`src/assert_macros.svh`:
```
// ----------------------------------------------------------------------------
// assert_macros.svh
// Shared concurrent assertion macros, clocked on clk with async reset rst_n.
// ----------------------------------------------------------------------------
`ifndef ASSERT_MACROS_SVH
`define ASSERT_MACROS_SVH

// Consequent checked in the same cycle as the antecedent
`define PBC_ASSERT_SAME(label, ante, cons, msg) \
    label: assert property (@(posedge clk) disable iff (!rst_n) (ante) |-> (cons)) \
        else $error(msg);

// Consequent checked in the cycle after the antecedent
`define PBC_ASSERT_NEXT(label, ante, cons, msg) \
    label: assert property (@(posedge clk) disable iff (!rst_n) (ante) |=> (cons)) \
        else $error(msg);

`endif

```
`src/pbc_pkg.sv`:
```
// ----------------------------------------------------------------------------
// pbc_pkg
// Shared constants, types and the CRC16 byte update of the probe body checker.
// ----------------------------------------------------------------------------
`timescale 1ns / 1ps

package pbc_pkg;

    // Body layout
    localparam logic [3:0]  OUTER_LEN  = 4'd11;
    localparam logic [15:0] INNER_LEN  = 16'd9;
    localparam int          MAX_BLOCKS = 32;
    localparam logic [15:0] CRC_POLY   = 16'h1021;

    // Outer header byte positions
    localparam logic [3:0] POS_STREAM  = 4'd3;
    localparam logic [3:0] POS_LEN_LO  = 4'd4;
    localparam logic [3:0] POS_LEN_HI  = 4'd5;
    localparam logic [3:0] POS_COUNT   = 4'd6;

    // Configuration register indexes
    localparam logic [1:0] CFG_PAYLOAD_LEN = 2'd0;
    localparam logic [1:0] CFG_STREAM_ID   = 2'd1;
    localparam logic [1:0] CFG_MAGIC       = 2'd2;
    localparam logic [1:0] CFG_CRC_START   = 2'd3;

    // Reset values of the configuration registers
    localparam logic [15:0] RST_PAYLOAD_LEN = 16'd64;
    localparam logic [7:0]  RST_STREAM_ID   = 8'd0;
    localparam logic [15:0] RST_MAGIC       = 16'd0;
    localparam logic [15:0] RST_CRC_START   = 16'hFFFF;

    // Packed result word width (101 bits of fields, padded to bytes)
    localparam int RES_W = 104;

    // Configuration seen by the checker core
    typedef struct packed {
        logic [15:0] payload_len;
        logic [7:0]  stream_id;
        logic [15:0] magic;
        logic [15:0] crc_start;
    } cfg_t;

    // Verdict of one body
    typedef struct packed {
        logic        accepted;
        logic [31:0] sequence_res;
        logic [7:0]  profile_id;
        logic [15:0] frame_tag;
        logic [31:0] survivor_mask;
        logic [5:0]  good_blocks;
        logic [5:0]  declared_blocks;
    } verdict_t;

    // CCITT CRC16, MSB first, one byte
    function automatic logic [15:0] crc_byte(input logic [15:0] crc, input logic [7:0] b);
        logic [15:0] c;
        c = crc ^ {b, 8'h00};
        for (int k = 0; k < 8; k++) begin
            c = c[15] ? ({c[14:0], 1'b0} ^ CRC_POLY) : {c[14:0], 1'b0};
        end
        return c;
    endfunction

endpackage

```
`src/pbc_core.sv`:
```
// ----------------------------------------------------------------------------
// pbc_core
// Per-body state: outer header parse, per-block CRC and inner header checks,
// survivor bookkeeping and the verdict on the final byte.
// ----------------------------------------------------------------------------
`timescale 1ns / 1ps
`include "assert_macros.svh"

module pbc_core (
    input  logic              clk,
    input  logic              rst_n,
    input  pbc_pkg::cfg_t     cfg,
    input  logic              step,
    input  logic [7:0]        step_byte,
    input  logic              step_last,
    output pbc_pkg::verdict_t verdict
);

    logic [3:0]  outer_pos_reg,   outer_pos_next;
    logic [15:0] wire_len_reg,    wire_len_next;
    logic [7:0]  wire_count_reg,  wire_count_next;
    logic [5:0]  block_index_reg, block_index_next;
    logic [16:0] block_offset_reg, block_offset_next;
    logic [15:0] running_crc_reg, running_crc_next;
    logic [15:0] carried_crc_reg, carried_crc_next;
    logic [55:0] cur_hdr_reg,     cur_hdr_next;
    logic [55:0] kept_hdr_reg,    kept_hdr_next;
    logic        have_surv_reg,   have_surv_next;
    logic [31:0] mask_reg,        mask_next;
    logic [5:0]  good_reg,        good_next;
    logic        rejected_reg,    rejected_next;
    logic        magic_ok_reg,    magic_ok_next;

    logic        block_end;
    logic        block_ok;
    logic        body_ok;

    // Byte step: outer header, then block CRC / magic / inner header capture
    always_comb
    begin
        outer_pos_next    = outer_pos_reg;
        wire_len_next     = wire_len_reg;
        wire_count_next   = wire_count_reg;
        block_index_next  = block_index_reg;
        block_offset_next = block_offset_reg;
        running_crc_next  = running_crc_reg;
        carried_crc_next  = carried_crc_reg;
        cur_hdr_next      = cur_hdr_reg;
        kept_hdr_next     = kept_hdr_reg;
        have_surv_next    = have_surv_reg;
        mask_next         = mask_reg;
        good_next         = good_reg;
        rejected_next     = rejected_reg;
        magic_ok_next     = magic_ok_reg;
        block_end         = 1'b0;
        block_ok          = 1'b0;

        if (!rejected_reg) begin
            if (outer_pos_reg < pbc_pkg::OUTER_LEN) begin
                if (outer_pos_reg == pbc_pkg::POS_STREAM && step_byte != cfg.stream_id) begin
                    rejected_next = 1'b1;
                end
                if (outer_pos_reg == pbc_pkg::POS_LEN_LO) begin
                    wire_len_next = {8'h00, step_byte};
                end
                if (outer_pos_reg == pbc_pkg::POS_LEN_HI) begin
                    wire_len_next = {step_byte, wire_len_reg[7:0]};
                    if ({step_byte, wire_len_reg[7:0]} != cfg.payload_len) begin
                        rejected_next = 1'b1;
                    end
                end
                if (outer_pos_reg == pbc_pkg::POS_COUNT) begin
                    wire_count_next = step_byte;
                    if (step_byte < 8'd1 || step_byte > 8'(pbc_pkg::MAX_BLOCKS)) begin
                        rejected_next = 1'b1;
                    end
                end
                outer_pos_next = outer_pos_reg + 4'd1;
                if (outer_pos_reg == pbc_pkg::OUTER_LEN - 4'd1) begin
                    running_crc_next = cfg.crc_start;
                    magic_ok_next    = 1'b1;
                end
            end else if ({2'b00, block_index_reg} < wire_count_reg) begin
                // carried CRC, little-endian, then payload bytes
                if (block_offset_reg == 17'd0) begin
                    carried_crc_next = {8'h00, step_byte};
                end else if (block_offset_reg == 17'd1) begin
                    carried_crc_next = {step_byte, carried_crc_reg[7:0]};
                end else begin
                    running_crc_next = pbc_pkg::crc_byte(running_crc_reg, step_byte);
                    if (block_offset_reg == 17'd2 && step_byte != cfg.magic[7:0]) begin
                        magic_ok_next = 1'b0;
                    end
                    if (block_offset_reg == 17'd3 && step_byte != cfg.magic[15:8]) begin
                        magic_ok_next = 1'b0;
                    end
                    // inner header = payload bytes 2..8
                    for (int k = 0; k < 7; k++) begin
                        if (block_offset_reg == 17'(k + 4)) begin
                            cur_hdr_next[k*8 +: 8] = step_byte;
                        end
                    end
                end

                block_end = (block_offset_reg == ({1'b0, wire_len_reg} + 17'd1));
                if (block_end) begin
                    block_ok = (running_crc_next == carried_crc_next) && magic_ok_next &&
                               (wire_len_reg >= pbc_pkg::INNER_LEN);
                    if (block_ok) begin
                        if (have_surv_reg && kept_hdr_reg != cur_hdr_next) begin
                            rejected_next = 1'b1;
                        end else begin
                            kept_hdr_next  = cur_hdr_next;
                            have_surv_next = 1'b1;
                            mask_next      = mask_reg | (32'd1 << block_index_reg[4:0]);
                            good_next      = good_reg + 6'd1;
                        end
                    end
                    block_index_next  = block_index_reg + 6'd1;
                    block_offset_next = 17'd0;
                    running_crc_next  = cfg.crc_start;
                    carried_crc_next  = 16'd0;
                    cur_hdr_next      = 56'd0;
                    magic_ok_next     = 1'b1;
                end else begin
                    block_offset_next = block_offset_reg + 17'd1;
                end
            end
        end

        body_ok = !rejected_next && (outer_pos_next == pbc_pkg::OUTER_LEN) &&
                  ({2'b00, block_index_next} == wire_count_next) && have_surv_next;
    end

    // Verdict fields, all zero on rejection
    always_comb
    begin
        verdict = '0;
        if (body_ok) begin
            verdict.accepted        = 1'b1;
            verdict.sequence_res    = kept_hdr_next[31:0];
            verdict.profile_id      = kept_hdr_next[39:32];
            verdict.frame_tag       = kept_hdr_next[55:40];
            verdict.survivor_mask   = mask_next;
            verdict.good_blocks     = good_next;
            verdict.declared_blocks = wire_count_next[5:0];
        end
    end

    // State registers; the final byte returns all body state to its start
    always_ff @(posedge clk or negedge rst_n)
    begin
        if (!rst_n) begin
            outer_pos_reg    <= '0;
            wire_len_reg     <= '0;
            wire_count_reg   <= '0;
            block_index_reg  <= '0;
            block_offset_reg <= '0;
            running_crc_reg  <= pbc_pkg::RST_CRC_START;
            carried_crc_reg  <= '0;
            cur_hdr_reg      <= '0;
            kept_hdr_reg     <= '0;
            have_surv_reg    <= 1'b0;
            mask_reg         <= '0;
            good_reg         <= '0;
            rejected_reg     <= 1'b0;
            magic_ok_reg     <= 1'b1;
        end else if (step) begin
            if (step_last) begin
                outer_pos_reg    <= '0;
                wire_len_reg     <= '0;
                wire_count_reg   <= '0;
                block_index_reg  <= '0;
                block_offset_reg <= '0;
                running_crc_reg  <= cfg.crc_start;
                carried_crc_reg  <= '0;
                cur_hdr_reg      <= '0;
                kept_hdr_reg     <= '0;
                have_surv_reg    <= 1'b0;
                mask_reg         <= '0;
                good_reg         <= '0;
                rejected_reg     <= 1'b0;
                magic_ok_reg     <= 1'b1;
            end else begin
                outer_pos_reg    <= outer_pos_next;
                wire_len_reg     <= wire_len_next;
                wire_count_reg   <= wire_count_next;
                block_index_reg  <= block_index_next;
                block_offset_reg <= block_offset_next;
                running_crc_reg  <= running_crc_next;
                carried_crc_reg  <= carried_crc_next;
                cur_hdr_reg      <= cur_hdr_next;
                kept_hdr_reg     <= kept_hdr_next;
                have_surv_reg    <= have_surv_next;
                mask_reg         <= mask_next;
                good_reg         <= good_next;
                rejected_reg     <= rejected_next;
                magic_ok_reg     <= magic_ok_next;
            end
        end
    end

    // Checks
    `PBC_ASSERT_NEXT(a_body_cleared, step && step_last,
        outer_pos_reg == 4'd0 && block_index_reg == 6'd0 && !rejected_reg,
        "body state not cleared after final word")
    `PBC_ASSERT_SAME(a_survivor_mask, 1'b1, have_surv_reg == (mask_reg != 32'd0),
        "survivor flag and mask disagree")
    `PBC_ASSERT_SAME(a_good_count, 1'b1, {26'd0, good_reg} == 32'($countones(mask_reg)),
        "survivor count differs from mask")

endmodule

```
`src/probe_body_checker_unit.sv`:
```
// ----------------------------------------------------------------------------
// probe_body_checker_unit
// Probe body checker: one body byte per word in, one verdict word per body.
// ----------------------------------------------------------------------------
// Usage:
//   Slave stream: one body byte per word in s_axis_tdata, s_axis_tlast on the
//   final byte of a body. Every final byte yields exactly one verdict word on
//   the master stream; other bytes yield none.
//   Config channel: cfg_index selects the register (0 payload length,
//   1 stream id, 2 magic, 3 CRC start), cfg_data carries the value; cfg_ready
//   is always high. Write only while no body is in progress.
//   Throughput: one byte per cycle, sustained, while no final byte waits on
//   a held verdict. Each byte passes an input register and then the per-byte
//   logic (CRC16 byte update and header compare); a verdict is captured in the
//   output register and shows on m_axis_tvalid after its final byte is taken.
//   Stall: a held verdict in the output register blocks the next final byte,
//   and bytes behind it wait too; bytes ahead of it flow while m_axis_tready is low.
//   Reset: rst_n clears all body state and loads the register defaults
//   (length 64, stream id 0, magic 0, CRC start 0xFFFF).
// ----------------------------------------------------------------------------
`timescale 1ns / 1ps
`include "assert_macros.svh"

module probe_body_checker_unit (
    input  logic                      clk,
    input  logic                      rst_n,
    // slave stream
    input  logic                      s_axis_tvalid,
    output logic                      s_axis_tready,
    input  logic [7:0]                s_axis_tdata,   // [7:0] body_byte
    input  logic                      s_axis_tlast,   // final_byte
    // master stream
    output logic                      m_axis_tvalid,
    input  logic                      m_axis_tready,
    // [0] accepted, [32:1] sequence_res, [40:33] profile_id, [56:41] frame_tag,
    // [88:57] survivor_mask, [94:89] good_blocks, [100:95] declared_blocks,
    // [103:101] zero
    output logic [pbc_pkg::RES_W-1:0] m_axis_tdata,
    // config write channel
    input  logic                      cfg_valid,
    output logic                      cfg_ready,
    input  logic [1:0]                cfg_index,
    input  logic [15:0]               cfg_data
);

    pbc_pkg::cfg_t     cfg_reg;
    pbc_pkg::verdict_t verdict;

    logic        stg_valid_reg;
    logic [7:0]  stg_byte_reg;
    logic        stg_last_reg;
    logic        advance;
    logic        out_valid_reg;
    logic [pbc_pkg::RES_W-1:0] out_data_reg;

    // Config registers
    assign cfg_ready = 1'b1;

    always_ff @(posedge clk or negedge rst_n)
    begin
        if (!rst_n) begin
            cfg_reg.payload_len <= pbc_pkg::RST_PAYLOAD_LEN;
            cfg_reg.stream_id   <= pbc_pkg::RST_STREAM_ID;
            cfg_reg.magic       <= pbc_pkg::RST_MAGIC;
            cfg_reg.crc_start   <= pbc_pkg::RST_CRC_START;
        end else if (cfg_valid && cfg_ready) begin
            case (cfg_index)
                pbc_pkg::CFG_PAYLOAD_LEN: cfg_reg.payload_len <= cfg_data;
                pbc_pkg::CFG_STREAM_ID:   cfg_reg.stream_id   <= cfg_data[7:0];
                pbc_pkg::CFG_MAGIC:       cfg_reg.magic       <= cfg_data;
                pbc_pkg::CFG_CRC_START:   cfg_reg.crc_start   <= cfg_data;
                default:                  cfg_reg             <= cfg_reg;
            endcase
        end
    end

    // Input register; a final byte waits only while the verdict slot is full
    assign advance       = stg_valid_reg && (!stg_last_reg || !out_valid_reg || m_axis_tready);
    assign s_axis_tready = !stg_valid_reg || advance;

    always_ff @(posedge clk or negedge rst_n)
    begin
        if (!rst_n) begin
            stg_valid_reg <= 1'b0;
        end else if (s_axis_tready) begin
            stg_valid_reg <= s_axis_tvalid;
        end
    end

    always_ff @(posedge clk)
    begin
        if (s_axis_tvalid && s_axis_tready) begin
            stg_byte_reg <= s_axis_tdata;
            stg_last_reg <= s_axis_tlast;
        end
    end

    // Body checker
    pbc_core u_core (
        .clk       (clk),
        .rst_n     (rst_n),
        .cfg       (cfg_reg),
        .step      (advance),
        .step_byte (stg_byte_reg),
        .step_last (stg_last_reg),
        .verdict   (verdict)
    );

    // Verdict output register
    always_ff @(posedge clk or negedge rst_n)
    begin
        if (!rst_n) begin
            out_valid_reg <= 1'b0;
        end else if (advance && stg_last_reg) begin
            out_valid_reg <= 1'b1;
        end else if (m_axis_tready) begin
            out_valid_reg <= 1'b0;
        end
    end

    always_ff @(posedge clk)
    begin
        if (advance && stg_last_reg) begin
            out_data_reg <= {3'b000,
                             verdict.declared_blocks,
                             verdict.good_blocks,
                             verdict.survivor_mask,
                             verdict.frame_tag,
                             verdict.profile_id,
                             verdict.sequence_res,
                             verdict.accepted};
        end
    end

    assign m_axis_tvalid = out_valid_reg;
    assign m_axis_tdata  = out_data_reg;

    // Checks
    `PBC_ASSERT_SAME(a_reject_zero, m_axis_tvalid && !m_axis_tdata[0],
        m_axis_tdata[100:1] == 100'd0, "rejected verdict carries nonzero fields")
    `PBC_ASSERT_NEXT(a_final_waits,
        stg_valid_reg && stg_last_reg && out_valid_reg && !m_axis_tready,
        stg_valid_reg && stg_last_reg, "final byte dropped while verdict stalled")

endmodule

```
`config.mk`:
```
export PLATFORM = sky130hd
export DESIGN_NAME = probe_body_checker_unit
export DESIGN_NICKNAME = d
export VERILOG_FILES = /design/src/pbc_pkg.sv /design/src/pbc_core.sv /design/src/probe_body_checker_unit.sv
export VERILOG_INCLUDE_DIRS = /design/src /design/src/src
export SDC_FILE = /design/constraint.sdc
export NUM_CORES = 1
export LEC_CHECK = 0
export ABC_AREA = 1
export BUFFER_PORTS_ARGS = -buffer_cell sky130_fd_sc_hd__buf_2
export CELL_PAD_IN_SITES_DETAIL_PLACEMENT = 0
export CELL_PAD_IN_SITES_GLOBAL_PLACEMENT = 1
export CORE_MARGIN = 2
export CORE_UTILIZATION = 35
export DETAILED_ROUTE_END_ITERATION = 10
export PLACE_DENSITY = 0.68
export RECOVER_POWER = 100
export SLEW_MARGIN = 0
export SYNTH_ARGS = -nofsm -noshare
export SYNTH_HDL_FRONTEND = slang
export SYNTH_SLANG_ARGS = --single-unit
```
`constraint.sdc`:
```
create_clock -name clk -period 4.4 [get_ports clk]
set_clock_uncertainty 0.1 [all_clocks]
set_input_delay 0.22 -clock clk [delete_from_list [all_inputs] [get_ports clk]]
set_output_delay 0.22 -clock clk [all_outputs]
set_load 0.01 [all_outputs]
```
==> impl_results.md <==
* WL per Instance at 19.5 um
* IO Port Bufs at 134
* Worst Path Buf+Inv at 4
* Total Routing Usage GR at 22.9%
* Area post-placement at 0.0239 mm2
* GR Overflow Total at 0
* Ant diodes at 0
* Post-synth EDFFs at 110
* Crit. End Element: flop
* Overall power at 9.95 mW
* Clock buffer count from CTS at 48
* Unrepaired setup endpoints after global routing: false
* Worst slew pin tran at 2980 ps
* Worst Setup EP: m_axis_tdata[55]$_SDFFCE_PN0P_
* Clk slew on worst S/H paths at 60 ps
* Die Wd at 255 um
* Num ports at 139
* Ys async rst share at 72.8%
* Rel. slew slack at -98.5%
* Yosys reg bits at 404
* H-Tree Depth at 2
* Commonest non-fill, non-tap cell in the layout: nand2_1
* Yosys Warn Count at 0
* Initial core utilization at 35.3%
* Sequential share of the synthesized area at 48.4%
* Failing checks: max-capacitance violations, max-slew violations
* Final core utilization at 40.7%
* Antenna violations before repair at 2
* Status: finished, violations left
* Tmin final at 4160 ps
* Hold Fails Final Rpt at 0
* Maximum VDD drop at 0.000259 V
* R2r startpoint: u_core.block_offset_reg[10]$_DFFE_PN0P_
* Crit path required time at 4660 ps
* Synthesized cell area at 0.0221 mm2
* Worst r2r path cells at 21
* Clk_lat worst skew at 620 ps
* R2R setup slack at 240 ps
* Global-route wire length before repair at 117000 um
* Worst Path Arrival at 4420 ps
* Routed via count at 19.9k
* Max Freq at 0.241 GHz
* # fillers at 6439
* DRT Pass-1 Iters at 5
* Power per cell area at 390 mW/mm2
* Number of flip-flops in the largest register at 101
* Crit. path cell count at 21
* Vias per inst at 5.11
* Leakage at 11.5 nW
* Post-synth cell types at 50
* Vias in the first global route at 19.6k
* Setup violations, final at 0
* Syn avg cell area at 7.78 um2
* Cell family with most CP delay: simple AND/OR/NAND/NOR gates
* Crit share post-route at 94.5%
* Critical path startpoint: u_core.block_offset_reg[10]$_DFFE_PN0P_
* Most frequent cells in the layout: nand2_1, inv_1, nor2_1, dfrtp_1, nand3_1
* Max incr delay on CP at 450 ps
* Maxcap violations at 3
* Starting DRT DRC Count at 1539
* Max-slew violations at 212
* CP dominant cell by count: nand2_1
* Total die area at 0.0652 mm2
* Synth Flop Type: dfrtp_1
* Total Wirelength at 75600 um
* Synthesized instance count at 2844
* Final instance area at 0.0255 mm2
* Multi-input gate area at 0.00943 mm2
* Max Root-Sink Buffers at 3
* Crit Path Category: reg -> reg
* Layout Nets at 3054
* Clock Sinks at 404
* Final antenna-violating net count at 0
* CP Launch Type: flop
* Core box area at 0.0627 mm2
* CP max stage cell: dfrtp_1
* RD Place Congestion at 0.888
* Worst hold path type: in -> reg
* DP Wirelength at 51700 um
* Critical-path cell list: nor2_1 > nand3_1 > nor2_4 > buf_4 > nand2_1 > buf_4 > inv_1 > nand2_1 > nand3_1 > nand2_1 > nor2_1 > nand2_1 > nor2_1 > nand2_1 > nor2_1 > nand2_2 > a21oi_2 > clkbuf_2 > nand2_1 > nand2_1 > nor2_1
* Maximum fanout along the worst path at 14
* Sequential Area at 0.0107 mm2
* CTS tree: done
* Residual DRC count at 0
* Clock Tree Root: clkbuf_16
* Die H at 255 um
* Rows at 92
* Worst R2R End: m_axis_tdata[55]$_SDFFCE_PN0P_
* Layout area overhead at 15.4%
* Largest net degree at the start of global routing at 104
* Layout cell share with drive strength beyond 1 at 8.69%
## logic make-up after synthesis
group                      synth area share (%)
and+or+nand+nor                            27.8
buffers and inverters                      9.12
AOI/OAI and AO/OA                          11.2
DFF                                        48.4
xor gates and xnor gates                   2.22
adders and majority gates                  1.30
other                                    0.0340
## worst min-delay path by stage
stage | start | endpoint | slack, ps | cells past startpoint
after global routing | s_axis_tdata[2] | stg_byte_reg[2]$_DFFE_PP_ | 200 | 2
after CTS | s_axis_tdata[2] | stg_byte_reg[2]$_DFFE_PP_ | 190 | 2
final | s_axis_tdata[2] | stg_byte_reg[2]$_DFFE_PP_ | 230 | 2
after detailed placement | rst_n | cfg_reg[16]$_DFFE_PN0P_ | 280 | 1
after global placement | rst_n | cfg_reg[22]$_DFFE_PN0P_ | 270 | 1
after floorplan | rst_n | cfg_reg[16]$_DFFE_PN0P_ | -180 | 0
## final cells by class
type,instances,share of cell area (%)
timing repair buffer,241,5.57
clock buffer,66,5.21
tap,846,4.15
sequential,404,41.9
multi-input combinational,1951,36.9
inverter,353,5.20
clock inverter,24,1.04
## worst register-to-register path: stages, from the launching register on
cell and delay [ps]:
dfrtp_1 450, nor2_1 170, nand3_1 130, nor2_4 210, buf_4 200, nand2_1 100, buf_4 210, inv_1 160
nand2_1 100, nand3_1 100, nand2_1 80, nor2_1 280, nand2_1 90, nor2_1 100, nand2_1 60, nor2_1 120
nand2_2 150, a21oi_2 430, clkbuf_2 330, nand2_1 90, nand2_1 160, nor2_1 70
## synth_stat cells, drive strengths merged, types with 3 or more instances
cell type,instances,area [um2]
nand2,812,3070
inv,349,1310
nor2,289,1190
dfrtp,260,6510
nand3,213,1110
o21ai,182,915
o22ai,146,913
edfxtp,110,3300
clkbuf,85,320
nand4,74,463
buf,53,373
a21oi,44,235
dfstp,34,893
o21bai,32,240
xnor2,29,254
xor2,27,236
ha,23,288
nor3,22,110
or2,11,68.8
nor4,10,62.6
o211ai,9,67.6
a31oi,6,37.5
clkinv,4,15.0
nand3b,4,30.0
and2,3,18.8
## per-layer routing
layer / global-route usage [%] / wire length (um) / vias up
met5: 0 / 0 / -
met4: 6.65 / 1850 / 0
met3: 2.68 / 3490 / 96
met2: 38.2 / 35800 / 477
met1: 31.2 / 34400 / 9685
li1: - / - / 9610
## power by group
part / switching, mW / total, mW / internal, mW
logic: 1.05 / 1.52 / 0.471
clock network: 1.68 / 4.10 / 2.42
registers: 0.189 / 4.32 / 4.14
## per-stage QoR
| step | setup TNS, ps | worst slack (ps) | hold WS (ps) | cells |
|---|---|---|---|---|
| after floorplan | 0 | 695 | -176 | 2846 |
| after global placement | 0 | 20.8 | 267 | 3760 |
| after detailed placement | -40.3 | -40.3 | 276 | 3760 |
| after CTS | 0 | 57.5 | 192 | 3878 |
| after global routing | 0 | 15.6 | 201 | 3885 |
| final | 0 | 243 | 226 | 3885 |
## timing repair
item	CTS	global route
pin swaps	0	3
endpoints found under the setup margin	10	135
endpoints found under the hold margin	155	0
setup buffers	0	6
hold buffers	28	0
cloned	0	1
resized for setup	1	7
(Power assumes the default switching activity.)
